**config.mk**
```make
export PLATFORM = sky130hd
export DESIGN_NAME = ppfa_seq
export DESIGN_NICKNAME = d
export VERILOG_FILES = /design/src/sv/ppfa_pkg.sv /design/src/sv/ppfa_seq.sv
export SDC_FILE = /design/constraint.sdc
export NUM_CORES = 1
export LEC_CHECK = 0
export ABC_AREA = 1
export BUFFER_PORTS_ARGS = -buffer_cell sky130_fd_sc_hd__buf_2
export CAP_MARGIN = 5
export CORE_UTILIZATION = 50
export CTS_CLUSTER_DIAMETER = 100
export DETAILED_ROUTE_END_ITERATION = 6
export HOLD_SLACK_MARGIN = 0.06
export PLACE_DENSITY = 0.69
export SLEW_MARGIN = 20
export SYNTH_ARGS = -nofsm -noshare
export SYNTH_HDL_FRONTEND = slang
export SYNTH_SLANG_ARGS = --single-unit
```
**constraint.sdc**
```tcl
create_clock -name clock -period 4.4 [get_ports clock]
set_clock_uncertainty 0.15 [all_clocks]
set_input_delay 0.22 -clock clock [delete_from_list [all_inputs] [get_ports clock]]
set_output_delay 0.22 -clock clock [all_outputs]
set_load 0.05 [all_outputs]
```
**src/sv/ppfa_pkg.sv**
```systemverilog
// ppfa_pkg: shared types and constants for the ping-pong frame averager
// no dependencies; imported by ppfa_seq, ppfa_accum and the top level

package ppfa_pkg;

   localparam int SAMPLE_W  = 16;
   localparam int SUM_W     = 24;
   localparam int CFG_W     = 4;
   localparam int FCNT_W    = 8;

   localparam logic [CFG_W-1:0] CFG_RESET = 4'd4;
   localparam logic [CFG_W-1:0] SHIFT_MIN = 4'd1;
   localparam logic [CFG_W-1:0] SHIFT_MAX = 4'd8;

   // per-item control that travels from the sequencer into the accumulate stage
   typedef struct packed {
      logic             act_is_a;  // bank a takes the sample
      logic             emit;      // idle bank is read out and cleared
      logic             last;      // final position of the frame
      logic             fresh;     // first frame of the period: active entry starts at zero
      logic [CFG_W-1:0] shift;     // effective frames_log2
   } item_ctl_type;

endpackage

```
**src/sv/ppfa_seq.sv**
```systemverilog
// ppfa_seq: position, frame count and bank selection for each accepted item
// depends on ppfa_pkg; also holds the frames_log2 register

module ppfa_seq
   import ppfa_pkg::*;
#(
   parameter int FRAME_LEN = 256,
   parameter int POS_W     = $clog2(FRAME_LEN)
) (
   input  logic             clock,
   input  logic             reset,
   input  logic             csr_valid,
   input  logic [CFG_W-1:0] csr_frames_log2,
   input  logic             accept,
   output logic [POS_W-1:0] pos,
   output item_ctl_type     ctl
);

   logic [CFG_W-1:0]  frames_log2_ff;
   logic [POS_W-1:0]  pos_ff, pos_in;
   logic [FCNT_W-1:0] frame_count_ff, frame_count_in;
   logic              active_is_a_ff, active_is_a_in;
   logic              first_period_ff, first_period_in;

   logic [CFG_W-1:0]  shift_eff;
   logic [FCNT_W:0]   period_limit;
   logic              is_last;
   logic              period_end;

   // clamp the shift into its legal range
   always_comb begin
      if (frames_log2_ff < SHIFT_MIN) begin
         shift_eff = SHIFT_MIN;
      end else if (frames_log2_ff > SHIFT_MAX) begin
         shift_eff = SHIFT_MAX;
      end else begin
         shift_eff = frames_log2_ff;
      end
   end

   assign period_limit = ((FCNT_W+1)'(1) << shift_eff) - (FCNT_W+1)'(1);
   assign is_last      = (pos_ff == POS_W'(FRAME_LEN - 1));
   assign period_end   = ({1'b0, frame_count_ff} >= period_limit);

   // control for the item at the head of the input
   always_comb begin
      ctl.act_is_a = active_is_a_ff;
      ctl.emit     = (frame_count_ff == '0) && !first_period_ff;
      ctl.last     = is_last;
      ctl.fresh    = (frame_count_ff == '0);
      ctl.shift    = shift_eff;
   end
   assign pos = pos_ff;

   // frame end bookkeeping and bank swap
   always_comb begin
      pos_in          = pos_ff;
      frame_count_in  = frame_count_ff;
      active_is_a_in  = active_is_a_ff;
      first_period_in = first_period_ff;
      if (accept) begin
         if (is_last) begin
            pos_in = '0;
            if (period_end) begin
               active_is_a_in  = !active_is_a_ff;
               frame_count_in  = '0;
               first_period_in = 1'b0;
            end else begin
               frame_count_in = frame_count_ff + FCNT_W'(1);
            end
         end else begin
            pos_in = pos_ff + POS_W'(1);
         end
      end
   end

   always_ff @(posedge clock) begin
      if (reset) begin
         frames_log2_ff  <= CFG_RESET;
         pos_ff          <= '0;
         frame_count_ff  <= '0;
         active_is_a_ff  <= 1'b1;
         first_period_ff <= 1'b1;
      end else begin
         if (csr_valid) begin
            frames_log2_ff <= csr_frames_log2;
         end
         pos_ff          <= pos_in;
         frame_count_ff  <= frame_count_in;
         active_is_a_ff  <= active_is_a_in;
         first_period_ff <= first_period_in;
      end
   end

   // position stays inside the frame
   a_pos_range: assert property (@(posedge clock) disable iff (reset)
      pos_ff <= POS_W'(FRAME_LEN - 1))
      else $error("position past frame end");

   // the first period ends only at a frame end
   a_first_period_end: assert property (@(posedge clock) disable iff (reset)
      $fell(first_period_ff) |-> $past(pos_ff) == POS_W'(FRAME_LEN - 1))
      else $error("first period ended mid-frame");

endmodule

```
Yosys cells after proc, flatten, opt, wreduce, memory -nomap -nowiden
Cells that the tools add are included.

Bits in registers: 22. Bits in latches: 0. Bits in writable memories: 0. Memory bits (read-only): 0. Input port bits: 8. Output and inout port bits: 16. Word-level logic and storage cells: 23. Memories: 0.

Add/subtract/negate cells: 3. Multipliers: 0. Div/mod/pow operators: 0. $lt $le $gt $ge: 3. Equality and inequality tests: 1. Shift operators: 1. Multiplexer cells: 4. Bitwise logic cells: 0. Reduce and logical (&&, ||, !) cells: 6.

Operators by type and width (number): $add A8 B1 Y8 const B (2); $mux W8 (2); $ge A8 B9 Y1 (1); $shl A1 B4 Y9 const A (1); $sub A9 B2 Y9 const B (1); $eq A8 B8 Y1 const B (1); $logic_not A8 Y1 (1); $mux W4 (2); $gt A4 B4 Y1 const B (1); $lt A4 B1 Y1 const B (1); $reduce_and A3 Y1 (1); $logic_not A1 Y1 (2); $reduce_and A2 Y1 (1); $logic_and A1 B1 Y1 (1).

Depth between registers and ports, before layout
Gate-level depths: netlist (run 1).

Depth in word-level cells: 7. Gate-level depth with buffers: 16. Mapped depth without buffers: 16.

Worst setup path before layout (run 1)
No wires, ideal clock.

Path type: flip-flop to flip-flop. Start: reg frames_log2_ff[3]. End: reg frame_count_ff[7]. Library setup time: 62 ps. Arrival time: 2164 ps. Data required time: 4188 ps. Setup slack: 2024 ps. Cell stages (with the launch flop): 15. Buffers on the path: 0. Period minus slack after synthesis: 2376 ps. Path through: dfxtp_1 inv_1 nand2_1 inv_1 nand3_1 xnor2_1 ha_1 a21o_1 nor2_1 nor2_1 nor2_2 nand3_2 nand2_4 inv_2 nor2_2.

RTL lines: start, declared (RTL line ppfa_seq.sv:19) `logic [CFG_W-1:0] frames_log2_ff;`; start signal, assigned (RTL line ppfa_seq.sv:86) `frames_log2_ff <= csr_frames_log2;`; end signal, assigned (RTL line ppfa_seq.sv:89) `frame_count_ff <= frame_count_in;`; end, declared (RTL line ppfa_seq.sv:21) `logic [FCNT_W-1:0] frame_count_ff, frame_count_in;`.

Worst setup path in the final report (run 1)
Start: reg frames_log2_ff[3]. End: reg frame_count_ff[1].

Longest elaborated chain between the ends: 7. Elaborated cells between the ends (all ways): 8. Those cells by class: 1 x add/sub; 3 x order compare; 1 x shift; 3 x mux.

Ends and longest elaborated chain: $gt A4 B4 Y1 (RTL line ppfa_seq.sv:34) `end else if (frames_log2_ff > SHIFT_MAX) begin`; $mux W4 (RTL line ppfa_seq.sv:34); $mux W4 * (RTL line ppfa_seq.sv:32) `if (frames_log2_ff < SHIFT_MIN) begin`; $shl A1 B4 Y9 * (RTL line ppfa_seq.sv:41) `assign period_limit = ((FCNT_W+1)'(1) << shift_eff) - (FCNT_W+1)'(1);`; $sub A9 B2 Y9 * (RTL line ppfa_seq.sv:41); $ge A8 B9 Y1 * (RTL line ppfa_seq.sv:43) `assign period_end = ({1'b0, frame_count_ff} >= period_limit);`; $mux W8 * (RTL line ppfa_seq.sv:64) `if (period_end) begin`.

Every way passes the cells marked *; elsewhere a longest branch is shown, timed or not. A chain may end at the register's enable or synchronous reset.

==> results of run 1 <==
-- where the power goes --
group | switching, W | leakage, nW | internal (W)
Clock | 0.0000618 | 0.0210 | 0.0000506
Sequential | 0.00000551 | 0.179 | 0.000204
Combinational | 0.0000516 | 0.628 | 0.0000277
Total | 0.000119 | 0.828 | 0.000282
-- cells by family after synthesis --
group,Yosys count,share of synthesized area [%]
fa+ha+maj,12,10.5
compound gates,22,7.86
simple gates,108,37.2
flops,22,30.7
other cells,1,0.262
xor+xnor,5,3.06
buf+inv,35,10.4
-- routing by layer --
layer / share of wire (%) / vias to the layer above / global-route usage [%]
met5: 0 / - / 0
met4: 1.3 / 0 / 10.0
met3: 2.6 / 4 / 3.04
met2: 48 / 27 / 35.6
met1: 48 / 618 / 26.0
li1: - / 718 / -
-- state kept, by name, indices dropped and copies added, names as in the netlist --
register and count:
first_period_ff 1, frames_log2_ff 4, frame_count_ff 8, pos 8, active_is_a_ff 1
-- cell usage after synthesis (all sizes together) --
library cell	count	share of area, %
and2	1	0.44
nand2	38	11
nor3	6	2.4
dfxtp	22	31
ha	12	10
dlygate4sd3	1	0.70
nand3b	1	0.52
o21ai	11	3.8
nand3	23	10
or2	1	0.44
a21o	1	0.52
nand4	4	1.7
xnor2	2	1.2
inv	31	8.1
conb	1	0.26
xor2	3	1.8
buf	3	1.6
nor3b	2	1.0
a21oi	10	3.5
nor2	32	10
-- placed cells by master (no fill, tap or decap) --
cell / instances
nand2_1: 36
inv_1: 30
nor2_1: 25
buf_2: 23
dfxtp_1: 22
nand3_1: 19
ha_1: 12
a21oi_1: 10
o21ai_0: 9
dlygate4sd3_1: 7
nor2_2: 6
nor3_1: 5
nand4_1: 4
xor2_1: 3
nand3_2: 3
clkbuf_4: 3
xnor2_1: 2
o21ai_1: 2
nor3b_1: 2
conb_1: 2
nor2_4: 1
nand2_2: 1
nand3b_1: 1
nand3_4: 1
a21o_1: 1
and2_1: 1
nand2_4: 1
inv_2: 1
or2_2: 1
nor3_2: 1
clkbuf_8: 1
-- layout make-up --
type                            instances  area [um^2]
Clock buffer                            4         36.3
Fill cell                             261         1070
Inverter                               31          116
Multi-Input combinational cell        149          847
Sequential cell                        22          440
Tap cell                               31         38.8
Timing Repair Buffer                   30          185
-- tightest hold or removal path: stages --
cell     delay, ns
buf_2         0.09
inv_1         0.08
a21oi_1       0.12
-- stage by stage --
stage | worst slack (ns) | cell area [um^2] | total power (W) | util (%) | cells
2_1_floorplan | 2.02 | 1440 | 0.000271 | - | 206
3_3_place_gp | 1.93 | 1560 | 0.000286 | 57.0 | 256
3_5_place_dp | 1.83 | 1560 | 0.000288 | 57.0 | 256
4_1_cts | 1.78 | 1660 | 0.000406 | 60.9 | 267
5_1_grt | 1.59 | 1660 | 0.000424 | 60.9 | 267
6_report | 1.78 | 1660 | 0.000401 | 60.9 | 267
-- worst max path at each step --
| stage | slack, ns | end | depth (start not counted) |
|---|---|---|---|
| floorplan | 2.02 | frame_count_ff[7]$_SDFFE_PP0P_ | 14 |
| global placement | 1.93 | active_is_a_ff$_SDFFE_PP1P_ | 15 |
| detailed placement | 1.83 | active_is_a_ff$_SDFFE_PP1P_ | 16 |
| CTS | 1.78 | frame_count_ff[1]$_SDFFE_PP0P_ | 16 |
| global route | 1.59 | frame_count_ff[3]$_SDFFE_PP0P_ | 16 |
| finish | 1.78 | frame_count_ff[1]$_SDFFE_PP0P_ | 16 |
==> impl_metrics.toml, run 1 <==
[setup_path]
crit_required_ns = 4.52
reg2reg_depth = 16
crit_chain = "nor2_4 -> nand2_1 -> ha_1 -> nand2_1 -> xnor2_1 -> o21ai_0 -> ha_1 -> nand2_1 -> nand2_1 -> nand4_1 -> nand2_1 -> nor2_2 -> nand3_2 -> nor2_1 -> nand2_1 -> nand2_1"
crit_type = "flip-flop to flip-flop"
r2r_slack_ns = 1.78
path_common_cell = "nand2_1"
r2r-end = "frame_count_ff[1]$_SDFFE_PP0P_"
crit_family = "simple AND/OR/NAND/NOR gates"
cp.arrival_ns = 2.73
start_kind = "flip-flop"
r2r-start = "frames_log2_ff[3]$_SDFFE_PP0P_"
critPathMaxFanout = 7
crit_path_end_kind = "flip-flop"
critical_path.startpoint = "frames_log2_ff[3]$_SDFFE_PP0P_"
crit_path_top_delay_cell = "dfxtp_1"
critical_path.max_stage_delay_ns = 0.40
path_buf_inv = 0

[power]
leakage_nw = 0.828
ir_drop_mv = 0.215
p_per_area_nw_per_um2 = 241

[clock_tree]
path_clk_slew_ns = 0.12
clock_path_buffers = 2
cts_setup_buffers = 0
tritoncts = "yes"
cts.repair.resized = 0
clkLatencyLatePin_ns = 0.31
cts_made_buffers = 3
cts.sinks = 22
cts.hold.buffers_added = 7
h-tree-depth = 1
root_buffer = "clkbuf_4"

[drt]
firstDrtPassIters = 4
vias_per_cell = 5.12
drt_iter0_drc = 46
drc = 0
wirelength_mm = 2.95
wl_per_cell_um = 11.1
drt.antenna.violating_nets = 0
vias = 1367

[timing]
setup_viol = 0
tns_ns = 0
rsz0062_at_grt = "no"
holdWs_ns = 0.0783
finalCriticalPeriod_ns = 2.62
maxSlewViolCount = 0
hold_viol = 0
finalCritPeriodShare_pct = 59.5
max_freq_ghz = 0.382

[yosys]
yosys_warnings = 0
yosysUniqueCellTypes = 29
ys_ff_latch = 22
syn_area_per_cell_um2 = 6.99
syn_area_um2 = 1430
syn_inst = 205
ys_seq_area_share_pct = 30.7

[final_layout]
drive_above_1_share_pct = 18.2
syn_to_final_growth_pct = 16.2
n_antenna_cell = 0
fin_nets = 257

[run_status]
outcome = "finished clean"

[die]
ios = 24
core_area_um2 = 2730
num_rows = 19
die_h_um = 55.5
initial_utilization_pct = 52.4
die_area_um2 = 3080
die_w_um = 55.5

[placed_design]
dp_hpwl_mm = 2.29
port_buffers = 23
place_congestion = 0.875

[worst_hold_path]
hold_depth = 3
min_to = "frames_log2_ff[1]$_SDFFE_PP0P_"
min_path_type = "primary input to flip-flop"
hold_start = "csr_valid"

[global_route]
first_global_vias = 1250
grt_max_degree = 16
antenna_found_initial = 0
globalRouteOverflowTotal = 0
grt.total_usage_pct = 21.0
grt_pass1_wl_mm = 5.15

[job]
cap_violations = 0
(Power assumes the default switching activity.)
==> run 2, diff against run 1 <==
Settings changed: ABC_AREA 1 to 0, CORE_UTILIZATION 50 to 49, PLACE_DENSITY 0.69 to 0.71.
Clock period 4.4 ns to 2.4 ns, I/O delays scaled along.
==> run 2 against run 1 <==
Net effect:
- the run now ends with negative setup slack left
- worst hold slack improved by 0.0096 ns
- final cell count down 14%
- clock power grew to 2.6 times the previous value
- critical path depth down 4
- first-iteration DRC count is 63% lower
- design area rose by 13%
- utilization grew 12 points
- global-route usage grew 3.7 points
- routed wire length grew 12%
- sequential cell count stayed put
- highest routed layer unchanged
- largest power group unchanged
- sequential power grew 82%
- largest cell class unchanged
==> impl_metrics.toml, run 2 <==
[run_status]
outcome = "finished, violations left"
failed_checks = "negative setup slack"

[worst_hold_path]
hold_depth = 2
min_path_type = "primary input to flip-flop"
hold_start = "reset"

[timing]
hold_viol = 0
holdWs_ns = 0.0879
rsz0062_at_grt = "yes"
worst_slack_ns = -0.628
max_freq_ghz = 0.330
maxSlewViolCount = 0
finalCritPeriodShare_pct = 126
max_slew.worst_pin.slew_ns = 0.648
finalCriticalPeriod_ns = 3.03
setup_viol = 10
max_slew_margin_pct = 56.3

[final_layout]
fillCellCount = 192
n_antenna_cell = 0
final_common_cell = "buf_2"
multi_input_area_um2 = 1000
drive_above_1_share_pct = 36.0
final_cell_mix = "buf_2, dfxtp_1, buf_4"
fin_nets = 221
syn_to_final_growth_pct = 36.6
regArea_um2 = 443

[placed_design]
dp_hpwl_mm = 2.15
place_congestion = 0.829
port_buffers = 23

[setup_path]
r2r-start = "frames_log2_ff[1]$_SDFFE_PP0P_"
crit_required_ns = 2.45
crit_type = "flip-flop to flip-flop"
start_kind = "flip-flop"
crit_path_end_kind = "flip-flop"
path_common_cell = "ha_4"
critical_path.max_stage_delay_ns = 0.50
cp.arrival_ns = 3.08
critical_path.startpoint = "frames_log2_ff[1]$_SDFFE_PP0P_"
critPathMaxFanout = 6
crit_path_top_delay_cell = "nor4_4"
crit_chain = "or3_4 -> ha_4 -> nor3_4 -> a21oi_2 -> o21a_1 -> ha_4 -> and3_4 -> a221o_1 -> a41oi_2 -> nor4_4 -> buf_4 -> nor3_1"
reg2reg_depth = 12

[die]
die_w_um = 54.9
core_area_um2 = 2570
die_area_um2 = 3020
die_h_um = 54.9
num_rows = 18
ios = 24
initial_utilization_pct = 53.5

[yosys]
yosysUniqueCellTypes = 43
synthArstFlopShare_pct = 0
synth_top_area_cell = "dfxtp_1"
synth_most_common_cell = "dfxtp_1"
synth_area_leaders = "dfxtp_1, ha_1, nor2_1"
yosys_warnings = 0
syn_inst = 157
synth_top_area_share_pct = 32.1
synth_common_cells = "dfxtp_1, nor2_1, ha_1"
ys.flop_type = "dfxtp_1"
ys_seq_area_share_pct = 32.1
syn_area_um2 = 1370
syn_area_per_cell_um2 = 8.74
ys_ff_latch = 22
synth_edf_count = 0

[power]
p_per_area_nw_per_um2 = 460
combPwrFrac_pct = 22.3
swShare_pct = 27.0
ir_drop_mv = 0.523
pwr-share-clk_pct = 33.5
p_sw_w = 0.000233
p_seq_share_pct = 44.2
leakage_nw = 0.822
p_total_w = 0.000862
p_int_w = 0.000629

[global_route]
grt.total_usage_pct = 24.6
grt_max_degree = 26
first_global_vias = 1120
grt_pass1_wl_mm = 5.18
antenna_found_initial = 0
globalRouteOverflowTotal = 0

[drt]
drt_iter0_drc = 17
vias_per_cell = 5.43
wirelength_mm = 3.30
vias = 1249
firstDrtPassIters = 4
wl_per_cell_um = 14.4
drt.antenna.violating_nets = 0
drc = 0

[clock_tree]
cts_made_buffers = 3
tritoncts = "yes"
clkLatencyLatePin_ns = 0.32
path_clk_slew_ns = 0.13
clock_path_buffers = 2
h-tree-depth = 1
cts.sinks = 22
root_buffer = "clkbuf_4"

[job]
cap_violations = 0
[run 2: metrics by stage]
stage	std cells	area (um^2)	setup TNS, ns	util (%)	worst slack [ns]
final	230	1870	-5.49	73.0	-0.628
after global routing	230	1870	-6.30	73.0	-0.699
after CTS	227	1820	-5.00	71.1	-0.575
after detailed placement	211	1620	-6.24	62.9	-0.705
after global placement	211	1620	-5.07	62.9	-0.579
after floorplan	158	1460	-2.08	-	-0.277
[run 2: kinds of logic (layout without fill, tap and decap cells)]
| logic type | after synthesis | after routing | synth area share [%] |
|---|---|---|---|
| DFF | 22 | 22 | 32.1 |
| other | 1 | 2 | 0.273 |
| muxes | 6 | 6 | 4.47 |
| AOI/OAI and AO/OA | 23 | 23 | 11.4 |
| xor gates and xnor gates | 9 | 9 | 5.74 |
| buffers and inverters | 14 | 56 | 4.56 |
| and+or+nand+nor | 70 | 70 | 30.5 |
| adders and majority gates | 12 | 12 | 10.9 |
[run 2: cell type report]
| class | count | share of cell area, % |
|---|---|---|
| clock buffers | 3 | 1.20 |
| flip-flops and latches | 22 | 23.6 |
| repair buffers | 48 | 17.4 |
| clock inverters | 1 | 1.60 |
| well taps | 30 | 2.00 |
| multi-input cells | 122 | 53.4 |
| inverters | 4 | 0.801 |
[run 2: routing by layer]
metal	track usage (%)	part of all wire (%)	up-vias
met5	0	0	-
met4	7.08	1.1	0
met3	3.83	2.7	4
met2	43.0	50	27
met1	31.2	46	575
li1	-	-	643
[run 2: path summary, 6_finish.rpt]
kind / endpoint / slack (ns)
worst max-delay path: frame_count_ff[6]$_SDFFE_PP0P_ / -0.63
worst min-delay path: pos[1]$_SDFFE_PP0P_ / 0.09
worst max register to register: frame_count_ff[6]$_SDFFE_PP0P_ / -0.63
worst min register to register: first_period_ff$_SDFFE_PP1P_ / 0.31
[run 2: critical path: cells and delay by family, from the launching register on]
family                   cells  cell delay, ns
AO/OA/AOI/OAI                4            0.46
buffers and inverters        1            0.22
flip-flops                   1            0.34
adder cells (fa/ha/maj)      2            0.47
AND/OR/NAND/NOR              5            1.27
[run 2: power groups by stage]
| stage | clock [W] | combinational [W] | sequential [W] |
|---|---|---|---|
| 2_1_floorplan | 0 | 0.000108 | 0.000402 |
| 3_3_place_gp | 0 | 0.000153 | 0.000388 |
| 3_5_place_dp | 0 | 0.000158 | 0.000389 |
| 4_1_cts | 0.000289 | 0.000186 | 0.000381 |
| 5_1_grt | 0.000301 | 0.000207 | 0.000382 |
| 6_report | 0.000289 | 0.000192 | 0.000381 |
[run 2: repair_timing]
item,4_1_cts,5_1_grt
gates cloned,0,0
pin swaps,13,6
hold buffers,9,0
hold endpoints to repair,7,0
setup buffers,3,5
endpoints found under the setup margin,10,10
gates resized for setup,7,5
