<file path="src/sv/ppfa_pkg.sv">
// ppfa_pkg: shared types and constants for the ping-pong frame averager
// no dependencies; imported by ppfa_seq, ppfa_accum and the top level

package ppfa_pkg;

   localparam int SAMPLE_W  = 16;
   localparam int SUM_W     = 24;
   localparam int CFG_W     = 4;
   localparam int FCNT_W    = 8;

   localparam logic [CFG_W-1:0] CFG_RESET = 4'd4;
   localparam logic [CFG_W-1:0] SHIFT_MIN = 4'd1;
   localparam logic [CFG_W-1:0] SHIFT_MAX = 4'd8;

   // per-item control that travels from the sequencer into the accumulate stage
   typedef struct packed {
      logic             act_is_a;  // bank a takes the sample
      logic             emit;      // idle bank is read out and cleared
      logic             last;      // final position of the frame
      logic             fresh;     // first frame of the period: active entry starts at zero
      logic [CFG_W-1:0] shift;     // effective frames_log2
   } item_ctl_type;

endpackage

</file>
<file path="src/sv/ppfa_accum.sv">
// ppfa_accum: read-modify-write stage and result register
// depends on ppfa_pkg; consumes the registered bank read data, which holds during a stall

module ppfa_accum
   import ppfa_pkg::*;
#(
   parameter int FRAME_LEN = 256,
   parameter int POS_W     = $clog2(FRAME_LEN)
) (
   input  logic                       clock,
   input  logic                       reset,
   input  logic                       accept,
   input  logic [POS_W-1:0]           pos,
   input  item_ctl_type               ctl,
   input  logic signed [SAMPLE_W-1:0] sample,
   output logic                       take_ready,
   input  logic [SUM_W-1:0]           rd_data_a,
   input  logic [SUM_W-1:0]           rd_data_b,
   output logic                       wr_en_a,
   output logic                       wr_en_b,
   output logic [POS_W-1:0]           wr_addr,
   output logic [SUM_W-1:0]           wr_data_a,
   output logic [SUM_W-1:0]           wr_data_b,
   output logic                       rsp_valid,
   input  logic                       rsp_ready,
   output logic signed [SAMPLE_W-1:0] rsp_average,
   output logic                       rsp_last
);

   logic                       s1_valid_ff;
   item_ctl_type               s1_ctl_ff;
   logic [POS_W-1:0]           s1_pos_ff;
   logic signed [SAMPLE_W-1:0] s1_sample_ff;

   logic                       rsp_valid_ff, rsp_valid_in;
   logic signed [SAMPLE_W-1:0] rsp_average_ff;
   logic                       rsp_last_ff;

   logic                       s1_fire;
   logic [SUM_W-1:0]           old_sum;
   logic signed [SUM_W-1:0]    idle_sum;
   logic signed [SUM_W-1:0]    idle_shifted;
   logic [SUM_W-1:0]           new_sum;

   // stage moves on unless its result has nowhere to go
   assign s1_fire    = s1_valid_ff && (!s1_ctl_ff.emit || !rsp_valid_ff || rsp_ready);
   assign take_ready = !s1_valid_ff || s1_fire;

   // accumulate into the active bank, first frame starts from zero
   assign old_sum  = s1_ctl_ff.act_is_a ? rd_data_a : rd_data_b;
   assign idle_sum = s1_ctl_ff.act_is_a ? rd_data_b : rd_data_a;
   assign new_sum  = (s1_ctl_ff.fresh ? '0 : old_sum)
                   + {{(SUM_W-SAMPLE_W){s1_sample_ff[SAMPLE_W-1]}}, s1_sample_ff};
   assign idle_shifted = idle_sum >>> s1_ctl_ff.shift;

   // active bank gets the new sum, idle bank is cleared when read out
   assign wr_addr   = s1_pos_ff;
   assign wr_en_a   = s1_fire && (s1_ctl_ff.act_is_a || s1_ctl_ff.emit);
   assign wr_en_b   = s1_fire && (!s1_ctl_ff.act_is_a || s1_ctl_ff.emit);
   assign wr_data_a = s1_ctl_ff.act_is_a ? new_sum : '0;
   assign wr_data_b = s1_ctl_ff.act_is_a ? '0 : new_sum;

   // result register occupancy
   always_comb begin
      rsp_valid_in = rsp_valid_ff;
      if (s1_fire && s1_ctl_ff.emit) begin
         rsp_valid_in = 1'b1;
      end else if (rsp_ready) begin
         rsp_valid_in = 1'b0;
      end
   end

   always_ff @(posedge clock) begin
      if (reset) begin
         s1_valid_ff  <= 1'b0;
         rsp_valid_ff <= 1'b0;
      end else begin
         if (accept) begin
            s1_valid_ff <= 1'b1;
         end else if (s1_fire) begin
            s1_valid_ff <= 1'b0;
         end
         rsp_valid_ff <= rsp_valid_in;
      end
   end

   // payload registers
   always_ff @(posedge clock) begin
      if (accept) begin
         s1_ctl_ff    <= ctl;
         s1_pos_ff    <= pos;
         s1_sample_ff <= sample;
      end
      if (s1_fire && s1_ctl_ff.emit) begin
         rsp_average_ff <= idle_shifted[SAMPLE_W-1:0];
         rsp_last_ff    <= s1_ctl_ff.last;
      end
   end

   assign rsp_valid   = rsp_valid_ff;
   assign rsp_average = rsp_average_ff;
   assign rsp_last    = rsp_last_ff;

   // both banks are written only while reading out the idle bank
   a_dual_write: assert property (@(posedge clock) disable iff (reset)
      wr_en_a && wr_en_b |-> s1_ctl_ff.emit)
      else $error("both banks written without readout");

   // readout happens only in the first frame of a period
   a_emit_fresh: assert property (@(posedge clock) disable iff (reset)
      s1_valid_ff && s1_ctl_ff.emit |-> s1_ctl_ff.fresh)
      else $error("readout outside first frame");

   // input stalls only behind a held result
   a_stall_cause: assert property (@(posedge clock) disable iff (reset)
      !take_ready |-> s1_valid_ff && s1_ctl_ff.emit && rsp_valid_ff && !rsp_ready)
      else $error("input stalled without a held result");

endmodule
</file>
<file path="config.mk">
export PLATFORM = sky130hd
export DESIGN_NAME = ppfa_accum
export DESIGN_NICKNAME = d
export VERILOG_FILES = /design/src/sv/ppfa_pkg.sv /design/src/sv/ppfa_accum.sv
export SDC_FILE = /design/constraint.sdc
export NUM_CORES = 1
export LEC_CHECK = 0
export BUFFER_PORTS_ARGS = -buffer_cell sky130_fd_sc_hd__buf_2
export CORE_MARGIN = 1
export CORE_UTILIZATION = 45
export CTS_CLUSTER_SIZE = 24
export DETAILED_ROUTE_END_ITERATION = 10
export PLACE_DENSITY = 0.73
export RECOVER_POWER = 25
export SYNTH_ARGS = -nofsm -noshare
export SYNTH_HDL_FRONTEND = slang
export SYNTH_SLANG_ARGS = --single-unit
</file>
<file path="constraint.sdc">
create_clock -name clock -period 6.8 [get_ports clock]
set_input_delay 2.04 -clock clock [delete_from_list [all_inputs] [get_ports clock]]
set_output_delay 2.04 -clock clock [all_outputs]
set_load 0.005 [all_outputs]
</file>
# Word level (Yosys, flattened, before mapping)
# Cells that the tools add are included.
dict set report totals {
  ff_bits 51
  in_bits 84
}
dict set report classes {
  addsub 1
  n_shift 1
  mux 9
  n_reduce_logical 15
}
# cell count
set ops {}
lappend ops {{24-bit 2-to-1 mux} 5}
lappend ops {{24-bit adder} 1}
lappend ops {{24-bit by 4-bit >>> shifter with 16-bit output} 1}
lappend ops {{1-bit logical OR} 5}
lappend ops {{1-bit logical AND} 4}
lappend ops {{1-bit logical NOT} 4}
lappend ops {{1-bit 2-to-1 mux} 4}
lappend ops {{2-bit nonzero test} 2}

# Logic depth before layout (Yosys ltp)
# Gate-level depths: netlist of the first run.
dict set report logic_depth {
  depth_word 6
  depth_mapped 14
}

# Least setup slack after synthesis of the first run
# Ideal clock, no wire load.
dict set report synth_timing {
  path_kind {input to output}
  startpoint {input rd_data_a[0]}
  endpoint {output wr_data_b[22]}
  arrival_ns 4.156
  required_ns 4.760
  path_slack_ns 0.604
  path_stages 10
  n_path_buf 0
  path_cell_list {mux2i_1 > nor2_1 > ha_1 > fa_1 > a21o_1 > a31oi_1 > nand4bb_1 > nand2_1 > a221oi_2 > mux2_1}
}
dict set report synth_between {
  elab_chain_cells 4
}
# element line
set synth_lines {}
lappend synth_lines {{start: declaration} ppfa_accum.sv:17} ;# input logic [SUM_W-1:0] rd_data_a,
lappend synth_lines {{24-bit 2-to-1 mux} ppfa_accum.sv:50} ;# assign old_sum = s1_ctl_ff.act_is_a ? rd_data_a : rd_data_b;
lappend synth_lines {{24-bit 2-to-1 mux} ppfa_accum.sv:52} ;# assign new_sum = (s1_ctl_ff.fresh ? '0 : old_sum)
lappend synth_lines {{24-bit adder} ppfa_accum.sv:53} ;# + {{(SUM_W-SAMPLE_W){s1_sample_ff[SAMPLE_W-1]}}, s1_sample_ff};
lappend synth_lines {{24-bit 2-to-1 mux} ppfa_accum.sv:61} ;# assign wr_data_b = s1_ctl_ff.act_is_a ? '0 : new_sum;
lappend synth_lines {{end: declaration} ppfa_accum.sv:23} ;# output logic [SUM_W-1:0] wr_data_b,
# No other way between the ends.

# Final worst setup path of the first run
# Ends and elaborated chain as after synthesis.

==> results of run 1 <==
worst reg2reg max path, stage by stage (launching register included):
cell and delay, ns:
edfxtp_1 1.09, mux4_2 0.65, mux2_2 0.30, o211ai_1 0.15, o21ai_0 0.13
area by class of cell:
cell class	instances	area [µm²]	share of cell area
clock buffer	5	68.82	0.01179
timing repair buffer	164	838.3	0.1436
inverter	7	26.28	0.004502
antenna	1	2.502	0.0004287
sequential	51	1511	0.2589
tap	136	170.2	0.02915
multi-input combinational	419	3148	0.5393
clock inverter	3	71.32	0.01222
synth_stat cells (11+ instances only):
| master | count |
|---|---|
| nor2_1 | 86 |
| nand2_1 | 51 |
| edfxtp_1 | 49 |
| mux2i_1 | 49 |
| a21oi_1 | 39 |
| ha_1 | 23 |
| mux4_2 | 22 |
| o21ai_0 | 22 |
| clkbuf_1 | 14 |
| buf_2 | 13 |
| mux2_2 | 13 |
| nor2b_1 | 11 |
worst max path at each step:
stage	startpoint	end	slack [ns]	cells after the start
3_5_place_dp	rd_data_a[0]	wr_data_b[22]	0.07	12
4_1_cts	rd_data_a[0]	wr_data_b[22]	0.06	12
5_1_grt	rd_data_a[0]	wr_data_b[22]	-0.008	12
6_report	rd_data_a[0]	wr_data_b[22]	0.1	12
2_1_floorplan	rd_data_a[0]	wr_data_b[22]	0.60	10
3_3_place_gp	rd_data_a[0]	wr_data_b[22]	0.07	12
registers in the layout, summed over array words and instances, names as in the netlist:
register      count
wr_addr           8
s1_valid_ff       1
rsp_average      16
rsp_valid         1
s1_sample_ff     16
s1_ctl_ff         8
rsp_last          1
placed cells by master (no fill, tap or decap), drive strengths merged, types with 11 or more instances in the layout:
master and n:
buf 162, nor2 86, nand2 51, mux2i 49, edfxtp 49, a21oi 42, o21ai 32, ha 23
mux4 22, mux2 17, nor2b 11
power by group through the flow:
| stage | clock, mW | combinational [mW] | sequential [mW] |
|---|---|---|---|
| after floorplan | 0 | 0.343 | 0.388 |
| after global placement | 0 | 0.478 | 0.404 |
| after detailed placement | 0 | 0.487 | 0.405 |
| after CTS | 0.271 | 0.490 | 0.398 |
| after global routing | 0.277 | 0.544 | 0.402 |
| final | 0.265 | 0.497 | 0.398 |
cells by family after synthesis:
kind of cell,Yosys count
and+or+nand+nor,187
AOI/OAI and AO/OA,106
muxes,88
DFF,51
buffers and inverters,41
adders and majority gates,24
xor gates and xnor gates,14
per-stage QoR:
stage | instances | total power, mW | utilization | hold WS, ns
after floorplan | 511 | 0.7308 | - | 0.4003
after global placement | 777 | 0.8814 | 0.5471 | 0.4022
after detailed placement | 777 | 0.8915 | 0.5471 | 0.4109
after CTS | 785 | 1.159 | 0.5606 | 0.4376
after global routing | 785 | 1.223 | 0.5626 | 0.4538
final | 786 | 1.159 | 0.5629 | 0.4402
what timing repair did:
| item | in CTS | in global routing |
|---|---|---|
| endpoints found under the hold margin | 0 | 0 |
| resized for setup | 0 | 3 |
| endpoints found under the setup margin | 0 | 3 |
metal layers:
metal / up-vias / GRT usage / part of all wire
li1: 2167 / - / -
met1: 2065 / 0.3038 / 0.44
met2: 177 / 0.3933 / 0.48
met3: 9 / 0.04020 / 0.071
met4: 0 / 0.04266 / 0.0069
met5: - / 0 / 0
==> key figures, run 1 <==
Die
  • Initial core utilization: 0.4650
  • IO Pins: 161
  • Die Height: 105.5 µm
  • Die X: 105.5 µm
  • FP Rows: 37
  • Die area: 11,130 µm²
  • Total core area: 10,370 µm²

Clock network
  • CTS H-tree lvls: 2
  • Clock sinks: 51
  • Latest clock arrival within the worst-skew pair: 0.32 ns
  • Root Driver: clkbuf_8
  • Clock tree buffer depth: 2
  • Post-CTS Repair Setup Buffers: 0
  • Hold_buf cts: 0
  • Num CTS Buffers: 5
  • CTS clk-pin slew, worst paths: 0.10 ns
  • CTS tree: done

Logic synthesis
  • Synthesized net count: 619
  • Post-Synthesis Cells: 511
  • Post-Syn Area: 4822 µm²
  • Top cells by area, synth: edfxtp_1, mux4_2, mux2i_1, nor2_1, ha_1
  • Largest family of logic cells by synthesized area: multiplexers
  • Ys async rst share: 0
  • Multiplexer share of the synthesized area: 0.2442
  • #FFs+latches synth: 51
  • Primary FF master, synth: edfxtp_1
  • Yosys cell types: 55
  • Compound-Gate Fraction of Synth Area: 0.1440
  • Post-synth top area share: 0.3051
  • Synth warnings: 0
  • Post-synthesis sequential area ratio: 0.3134
  • Leading area contributor after synthesis: edfxtp_1
  • Synth Area in XOR/XNOR: 0.02543
  • Syn Area/Cell: 9.437 µm²
  • Post-synth EDFFs: 49
  • Post-Synth Adder-Cell Area: 0.06383
  • Post-synthesis simple-gate area fraction: 0.1700

Pwr
  • Leakage: 2.654 nW
  • Seq pwr share: 0.343
  • Comb pwr share: 0.428
  • Internal Pwr Total: 0.7487 mW
  • Worst vdd rail ir drop: 109.8 µV
  • Pwr dens: 198.6 nW/µm²
  • Switching pwr: 0.4107 mW
  • Sw frac: 0.3542
  • Clk pwr share: 0.229

Global route
  • First-pass GRT wire length: 20.09 mm
  • Total GRT Usage: 0.2286
  • Vias in the first global route: 4,125
  • Antenna violations before repair: 1
  • Largest net degree at the start of global routing: 80
  • Grt total ovfl: 0

Final layout
  • Area added between synthesis and finish: 21.04%
  • Layout cells sized above 1: 0.3405
  • Number of fill cells: 971
  • Final instance area: 5837 µm²
  • Post-layout net count: 756

Place
  • Port Buffers: 160
  • Post-DP HPWL: 10.20 mm
  • Final GP Congestion: 0.8751
  • Post-DP Area: 5673 µm²
  • Post-Place Setup Slack: 0.06678 ns

Worst setup path
  • R2R Path End: rsp_average[13]
  • Worst reg-to-reg setup slack: 4.19 ns
  • Crit path cell chain: buf_2 > mux2i_1 > nor2_1 > ha_1 > fa_1 > a21o_1 > a31oi_4 > nand4bb_1 > nand2_1 > a221oi_4 > mux2_1 > buf_2
  • CP delay by family, top: compound AO/OA/AOI/OAI gates
  • Worst path bufs/invs: 2
  • Critical path capture point type: primary output
  • Critical Path Max Stage Delay: 0.43 ns
  • Setup crit start kind: primary input
  • CP max FO: 4
  • Most Frequent Cell on Critical Path: buf_2
  • CP max stage cell: fa_1
  • R2r startpoint: s1_ctl_ff[0]
  • CP Class: in -> out
  • Required @ worst endpoint: 4.76 ns
  • Critical path arrival: 4.66 ns
  • Worst r2r path cells: 4

Routing
  • Total Routed Length: 13.14 mm
  • Vias per inst: 5.621
  • DRC viols: 0
  • Via Count: 4,418
  • Antenna viol nets, final: 0
  • 1st-iter DRT viols: 245
  • Drt wl/cell: 16.71 µm
  • DR pass1 iterations: 4

Hold path
  • Hold Path Origin: s1_ctl_ff[5]
  • Hold Path Cell Cnt: 0
  • Hold Crit Class: reg -> reg
  • Worst Hold End: rsp_last

Timing
  • Final worst path period share: 0.9857
  • Fmax: 149.2 MHz
  • Final Skew: 0.008374 ns
  • Final setup viols: 0
  • Fin worst setup slack: 0.09754 ns
  • Max-slew violation count: 0
  • Slew HR: 0.2641
  • Min Clock Period, post-route: 6.702 ns
  • Fin Setup TNS: 0 ns
  • Worst-margin pin slew: 1.104 ns
  • Final Hold Fails: 0

Run
  • Number of max-cap violations: 0

Run status
  • Status: finished, final reports clean
(Power assumes the default switching activity.)
==> run 2, diff against run 1 <==
--- a/config.mk
+++ b/config.mk
@@ -5,13 +5,17 @@
 export SDC_FILE = /design/constraint.sdc
 export NUM_CORES = 1
 export LEC_CHECK = 0
+export ABC_CLOCK_PERIOD_IN_PS = 6800
 export BUFFER_PORTS_ARGS = -buffer_cell sky130_fd_sc_hd__buf_2
+export CELL_PAD_IN_SITES_DETAIL_PLACEMENT = 1
+export CELL_PAD_IN_SITES_GLOBAL_PLACEMENT = 1
 export CORE_MARGIN = 1
-export CORE_UTILIZATION = 45
+export CORE_UTILIZATION = 38
 export CTS_CLUSTER_SIZE = 24
 export DETAILED_ROUTE_END_ITERATION = 10
-export PLACE_DENSITY = 0.73
+export PLACE_DENSITY_LB_ADDON = 0.1
 export RECOVER_POWER = 25
+export REMOVE_ABC_BUFFERS = 1
 export SYNTH_ARGS = -nofsm -noshare
 export SYNTH_HDL_FRONTEND = slang
 export SYNTH_SLANG_ARGS = --single-unit
==> key figures, run 2 (same netlist as run 1, synthesis figures left out) <==
Hold path
  • Hold Crit Class: reg -> reg
  • Hold Path Cell Cnt: 0 (unchanged)
  • Hold Path Origin: s1_ctl_ff[5]
  • Worst Hold End: rsp_last

Clock network
  • Clock sinks: 51 (unchanged)
  • CTS clk-pin slew, worst paths: 0.07 ns (-0.03 ns)
  • Num CTS Buffers: 5 (unchanged)
  • Hold_buf cts: 0 (unchanged)
  • Latest clock arrival within the worst-skew pair: 0.30 ns (-0.02 ns)
  • Root Driver: clkbuf_16
  • CTS H-tree lvls: 2 (unchanged)
  • Post-CTS Repair Setup Buffers: 0 (unchanged)
  • Clock tree buffer depth: 2 (unchanged)
  • Cts repair resizes: 0 (unchanged)
  • CTS tree: done

Worst setup path
  • CP Class: in -> out
  • Most Frequent Cell on Critical Path: buf_2
  • Setup crit start kind: primary input
  • Worst path bufs/invs: 2 (unchanged)
  • Critical path capture point type: primary output
  • Crit path cell chain: buf_2 > mux2i_1 > nor2_1 > ha_1 > fa_1 > a21o_1 > a31oi_2 > nand4bb_1 > nand2_2 > a221oi_4 > mux2_1 > buf_2
  • CP max stage cell: fa_1
  • Worst r2r path cells: 4 (unchanged)
  • Critical Path Max Stage Delay: 0.42 ns (about the same)
  • R2R Path End: rsp_average[13]
  • Worst reg-to-reg setup slack: 4.22 ns (+0.03 ns)
  • Required @ worst endpoint: 4.76 ns (about the same)
  • R2r startpoint: s1_ctl_ff[0]
  • Critical path arrival: 4.59 ns (-0.07 ns)
  • CP max FO: 3 (-1)
  • CP delay by family, top: compound AO/OA/AOI/OAI gates

Timing
  • Setup repair after global routing missed its margin: false
  • Slew HR: 0.2687 (+0.004543)
  • Final setup viols: 0 (unchanged)
  • Final worst path period share: 0.9755 (-0.01017)
  • Final Hold Fails: 0 (unchanged)
  • Max-slew violation count: 0 (unchanged)
  • Final Skew: 0.005724 ns (-0.002651 ns)
  • Fmax: 150.8 MHz (+1.0%)
  • Min Clock Period, post-route: 6.633 ns (-0.06917 ns)
  • Worst-margin pin slew: 1.097 ns (-0.006814 ns)

Die
  • Die Height: 114.7 µm (+8.7%)
  • FP Rows: 40 (+8.1%)
  • Initial core utilization: 0.3949 (-0.07013)
  • Die area: 13,140 µm² (+18%)
  • IO Pins: 161 (unchanged)
  • Total core area: 12,210 µm² (+18%)
  • Die X: 114.7 µm (+8.7%)

Pwr
  • Pwr dens: 203.1 nW/µm² (+2.2%)
  • Leakage: 2.680 nW (+0.98%)
  • PnR Total Power: 1.202 mW (+3.7%)
  • Worst vdd rail ir drop: 125.4 µV (+14%)

Global route
  • Grt total ovfl: 0 (unchanged)
  • Vias in the first global route: 4,459 (+8.1%)
  • Total GRT Usage: 0.2221 (-0.006500)
  • Antenna violations before repair: 0 (-1)
  • Largest net degree at the start of global routing: 43 (-46%)
  • First-pass GRT wire length: 22.66 mm (+13%)

Place
  • Post-DP Area: 5731 µm² (+1.0%)
  • Port Buffers: 160 (unchanged)
  • Post-DP HPWL: 11.43 mm (+12%)
  • Final GP Congestion: 0.8617 (-1.5%)

Routing
  • Via Count: 4,438 (+0.45%)
  • DRC viols: 0 (unchanged)
  • Total Routed Length: 14.37 mm (+9.4%)
  • Drt wl/cell: 17.50 µm (+4.7%)
  • Antenna viol nets, final: 0 (unchanged)
  • DR pass1 iterations: 4 (unchanged)
  • 1st-iter DRT viols: 134 (-45%)
  • Vias per inst: 5.406 (-3.8%)

Final layout
  • Post-layout net count: 760 (+0.53%)
  • Final instance area: 5922 µm² (+1.5%)
  • Post-layout util: 0.4849 (-0.07792)
  • Register area: 1511 µm² (unchanged)
  • Number of fill cells: 1,494 (+54%)
  • Layout cells sized above 1: 0.3492 (+0.008634)
  • Most common cell after layout, fill and taps aside: buf_2
  • Area added between synthesis and finish: 22.81%
  • # diodes: 0 (-1)
  • Multi-input logic area: 3146 µm² (about the same)
  • Most frequent cells in the layout: buf_2, nor2_1, nand2_1

Run
  • Number of max-cap violations: 0 (unchanged)

Run status
  • Status: finished, final reports clean
-- run 2: stage by stage --
stage               hold slack [ns]  cells  setup WS (ns)  setup TNS [ns]
floorplan                    0.4003    477        -0.1783         -0.5852
global placement             0.4016    813         0.1332               0
detailed placement           0.4253    813        0.06488               0
CTS                          0.4424    821        0.04647               0
global route                 0.4405    821       0.008900               0
finish                       0.4377    821         0.1667               0
-- run 2: layout make-up --
class	instances	share of cell area
clock buffer	5	0.02113
multi-input combinational	419	0.5312
tap	168	0.03550
timing repair buffer	168	0.1447
clock inverter	3	0.007817
inverter	7	0.004437
sequential	51	0.2552
-- run 2: how the worst max path moves through the flow --
| stage | start | endpoint | slack [ns] | depth (start not counted) |
|---|---|---|---|---|
| 5_1_grt | rd_data_a[0] | wr_data_b[22] | 0.009 | 12 |
| 3_3_place_gp | rd_data_a[0] | wr_data_b[22] | 0.13 | 12 |
| 4_1_cts | rd_data_a[0] | wr_data_b[22] | 0.05 | 12 |
| 3_5_place_dp | rd_data_a[0] | wr_data_b[22] | 0.06 | 12 |
| 2_1_floorplan | s1_ctl_ff[7] | wr_data_b[22] | -0.18 | 10 |
| 6_report | rd_data_a[0] | wr_data_b[22] | 0.17 | 12 |
-- run 2: layer usage --
| layer | wire [µm] | up-vias | GRT usage |
|---|---|---|---|
| li1 | - | 2168 | - |
| met1 | 6623 | 2132 | 0.3043 |
| met2 | 6849 | 129 | 0.3713 |
| met3 | 775 | 9 | 0.03706 |
| met4 | 123 | 0 | 0.04156 |
| met5 | 0 | - | 0 |
-- run 2: report_power, final --
part | total [mW] | internal (mW) | switching, mW
Combinational | 0.504 | 0.229 | 0.275
Sequential | 0.398 | 0.373 | 0.0249
Clock | 0.301 | 0.175 | 0.125
Total | 1.20 | 0.777 | 0.425
==> run 3, diff against run 2 <==
--- a/config.mk
+++ b/config.mk
@@ -16,6 +16,8 @@
 export PLACE_DENSITY_LB_ADDON = 0.1
 export RECOVER_POWER = 25
 export REMOVE_ABC_BUFFERS = 1
+export SETUP_SLACK_MARGIN = 0.3
 export SYNTH_ARGS = -nofsm -noshare
 export SYNTH_HDL_FRONTEND = slang
 export SYNTH_SLANG_ARGS = --single-unit
+export TNS_END_PERCENT = 1
==> key figures, run 3 (same netlist as run 1, synthesis figures left out) <==
Worst setup path
  • R2r startpoint: s1_ctl_ff[0]
  • Worst r2r path cells: 4 (unchanged)
  • Worst reg-to-reg setup slack: 4.22 ns (about the same)
  • Critical path arrival: 4.48 ns (-0.11 ns)
  • CP Class: in -> out
  • Setup crit start kind: primary input
  • R2R Path End: rsp_average[13]
  • Required @ worst endpoint: 4.76 ns (about the same)
  • CP max FO: 4 (+1)
  • Critical path capture point type: primary output

Final layout
  • Post-layout util: 0.4963 (+0.01137)
  • Register area: 1511 µm² (unchanged)
  • Number of fill cells: 1,499 (+0.33%)
  • Most common cell after layout, fill and taps aside: buf_2
  • Final std cells w/o fill: 829 (+0.97%)
  • Layout cells sized above 1: 0.3737 (+0.02452)
  • Most frequent cells in the layout: buf_2, nor2_1, nand2_1
  • # diodes: 0 (unchanged)
  • Post-layout net count: 768 (+1.1%)
  • Multi-input logic area: 3212 µm² (+2.1%)
  • Area added between synthesis and finish: 25.69%
  • Final instance area: 6061 µm² (+2.3%)

Pwr
  • Pwr dens: 202.4 nW/µm² (-0.33%)
  • Leakage: 2.728 nW (+1.8%)
  • PnR Total Power: 1.227 mW (+2.0%)
  • Worst vdd rail ir drop: 125.4 µV (about the same)

Run
  • Number of max-cap violations: 0 (unchanged)

Timing
  • Min Clock Period, post-route: 6.519 ns (-0.1140 ns)
  • Final Hold Fails: 0 (unchanged)
  • Fin Setup TNS: 0 ns (unchanged)
  • Final Skew: 0.004862 ns (-0.0008614 ns)
  • Final setup viols: 0 (unchanged)
  • Max-slew violation count: 0 (unchanged)
  • Worst-margin pin slew: 1.099 ns (+0.001868 ns)
  • Slew HR: 0.2674 (-0.001245)
  • Setup repair after global routing missed its margin: true
  • Fmax: 153.4 MHz (+1.7%)
  • Final worst path period share: 0.9587 (-0.01676)

Routing
  • 1st-iter DRT viols: 179 (+34%)
  • DR pass1 iterations: 4 (unchanged)
  • Vias per inst: 5.405 (about the same)
  • DRC viols: 0 (unchanged)
  • Drt wl/cell: 17.69 µm (+1.1%)
  • Antenna viol nets, final: 0 (unchanged)
  • Total Routed Length: 14.67 mm (+2.1%)
  • Via Count: 4,481 (+0.97%)

Place
  • DP Cell Count: 813 (unchanged)
  • Final GP Congestion: 0.8617 (unchanged)
  • Port Buffers: 160 (unchanged)
  • Post-DP Area: 5731 µm² (unchanged)
  • Post-DP HPWL: 11.43 mm (unchanged)

Run status
  • Status: finished, final reports clean

Die
  • Die area: 13,140 µm² (unchanged)
  • Total core area: 12,210 µm² (unchanged)
  • Initial core utilization: 0.3949 (unchanged)
  • IO Pins: 161 (unchanged)
  • Die X: 114.7 µm (unchanged)
  • Die Height: 114.7 µm (unchanged)
  • FP Rows: 40 (unchanged)

Clock network
  • Num CTS Buffers: 5 (unchanged)
  • Clock sinks: 51 (unchanged)
  • Root Driver: clkbuf_16
  • CTS clk-pin slew, worst paths: 0.07 ns (about the same)
  • Clock tree buffer depth: 2 (unchanged)
  • Latest clock arrival within the worst-skew pair: 0.30 ns (about the same)
  • CTS H-tree lvls: 2 (unchanged)
  • CTS tree: done

Hold path
  • Hold Path Origin: s1_ctl_ff[5]
  • Hold Path Cell Cnt: 0 (unchanged)
  • Hold Crit Class: reg -> reg
  • Worst Hold End: rsp_last

Global route
  • Grt total ovfl: 0 (unchanged)
  • Largest net degree at the start of global routing: 43 (unchanged)
  • Vias in the first global route: 4,507 (+1.1%)
  • Antenna violations before repair: 0 (unchanged)
  • First-pass GRT wire length: 22.94 mm (+1.2%)
  • Total GRT Usage: 0.2250 (+0.002879)
-- run 3: cell count changes in the layout (fill, tap and decap cells not counted), moves of 2 or more --
cell,before,now
a21oi_1,38,36
a21oi_2,3,5
buf_2,160,158
buf_4,7,15
buf_6,0,2
ha_1,23,18
ha_2,0,4
mux2_1,4,2
mux2_4,0,2
-- run 3: final cells by class --
| type | count | share of cell area |
|---|---|---|
| clock buffer | 5 | 0.02064 |
| clock inverter | 3 | 0.007638 |
| tap | 168 | 0.03468 |
| timing repair buffer | 176 | 0.1534 |
| multi-input combinational | 419 | 0.5299 |
| inverter | 7 | 0.004335 |
| sequential | 51 | 0.2494 |
-- run 3: through the flow --
step / hold slack (ns) / setup WS [ns]
after floorplan: 0.4003 / -0.1783
after global placement: 0.4016 / 0.1332
after detailed placement: 0.4253 / 0.06488
after CTS: 0.4424 / 0.2978
after global routing: 0.4405 / 0.1947
final: 0.4377 / 0.2807
-- run 3: timing repair --
| item | in CTS | in global routing |
|---|---|---|
| pin swaps | 9 | 7 |
| buffers inserted | 5 | 3 |
| endpoints found under the setup margin | 9 | 15 |
| resized for setup | 12 | 9 |
| hold buffers | 0 | 0 |
-- run 3: layer usage --
layer	share of wire	vias up	wire [µm]	GRT usage
met2	0.48	137	7053	0.3810
met1	0.46	2154	6692	0.3068
li1	-	2183	-	-
met3	0.056	7	815	0.03547
met5	0	-	0	0
met4	0.0073	0	107	0.03896
-- run 3: worst max-delay path by stage --
stage | start | endpoint
finish | rd_data_b[1] | wr_data_b[23]
global route | rd_data_a[0] | wr_data_a[22]
CTS | rd_data_a[1] | wr_data_b[22]
detailed placement | rd_data_a[0] | wr_data_b[22]
global placement | rd_data_a[0] | wr_data_b[22]
floorplan | s1_ctl_ff[7] | wr_data_b[22]
-- run 3: worst max-delay path, cell delays in order --
cell      delay [ns]
buf_2           0.12
mux2i_1         0.09
nor2_2          0.20
ha_4            0.24
a211oi_4        0.28
o211ai_2        0.13
a32o_2          0.28
buf_4           0.15
and3b_1         0.19
or4_1           0.52
nand4_1         0.13
buf_2           0.13
-- run 3: report_power, final --
group | switching (mW) | internal [mW]
sequential | 0.0255 | 0.373
clock | 0.125 | 0.175
combinational | 0.284 | 0.244
total | 0.435 | 0.792
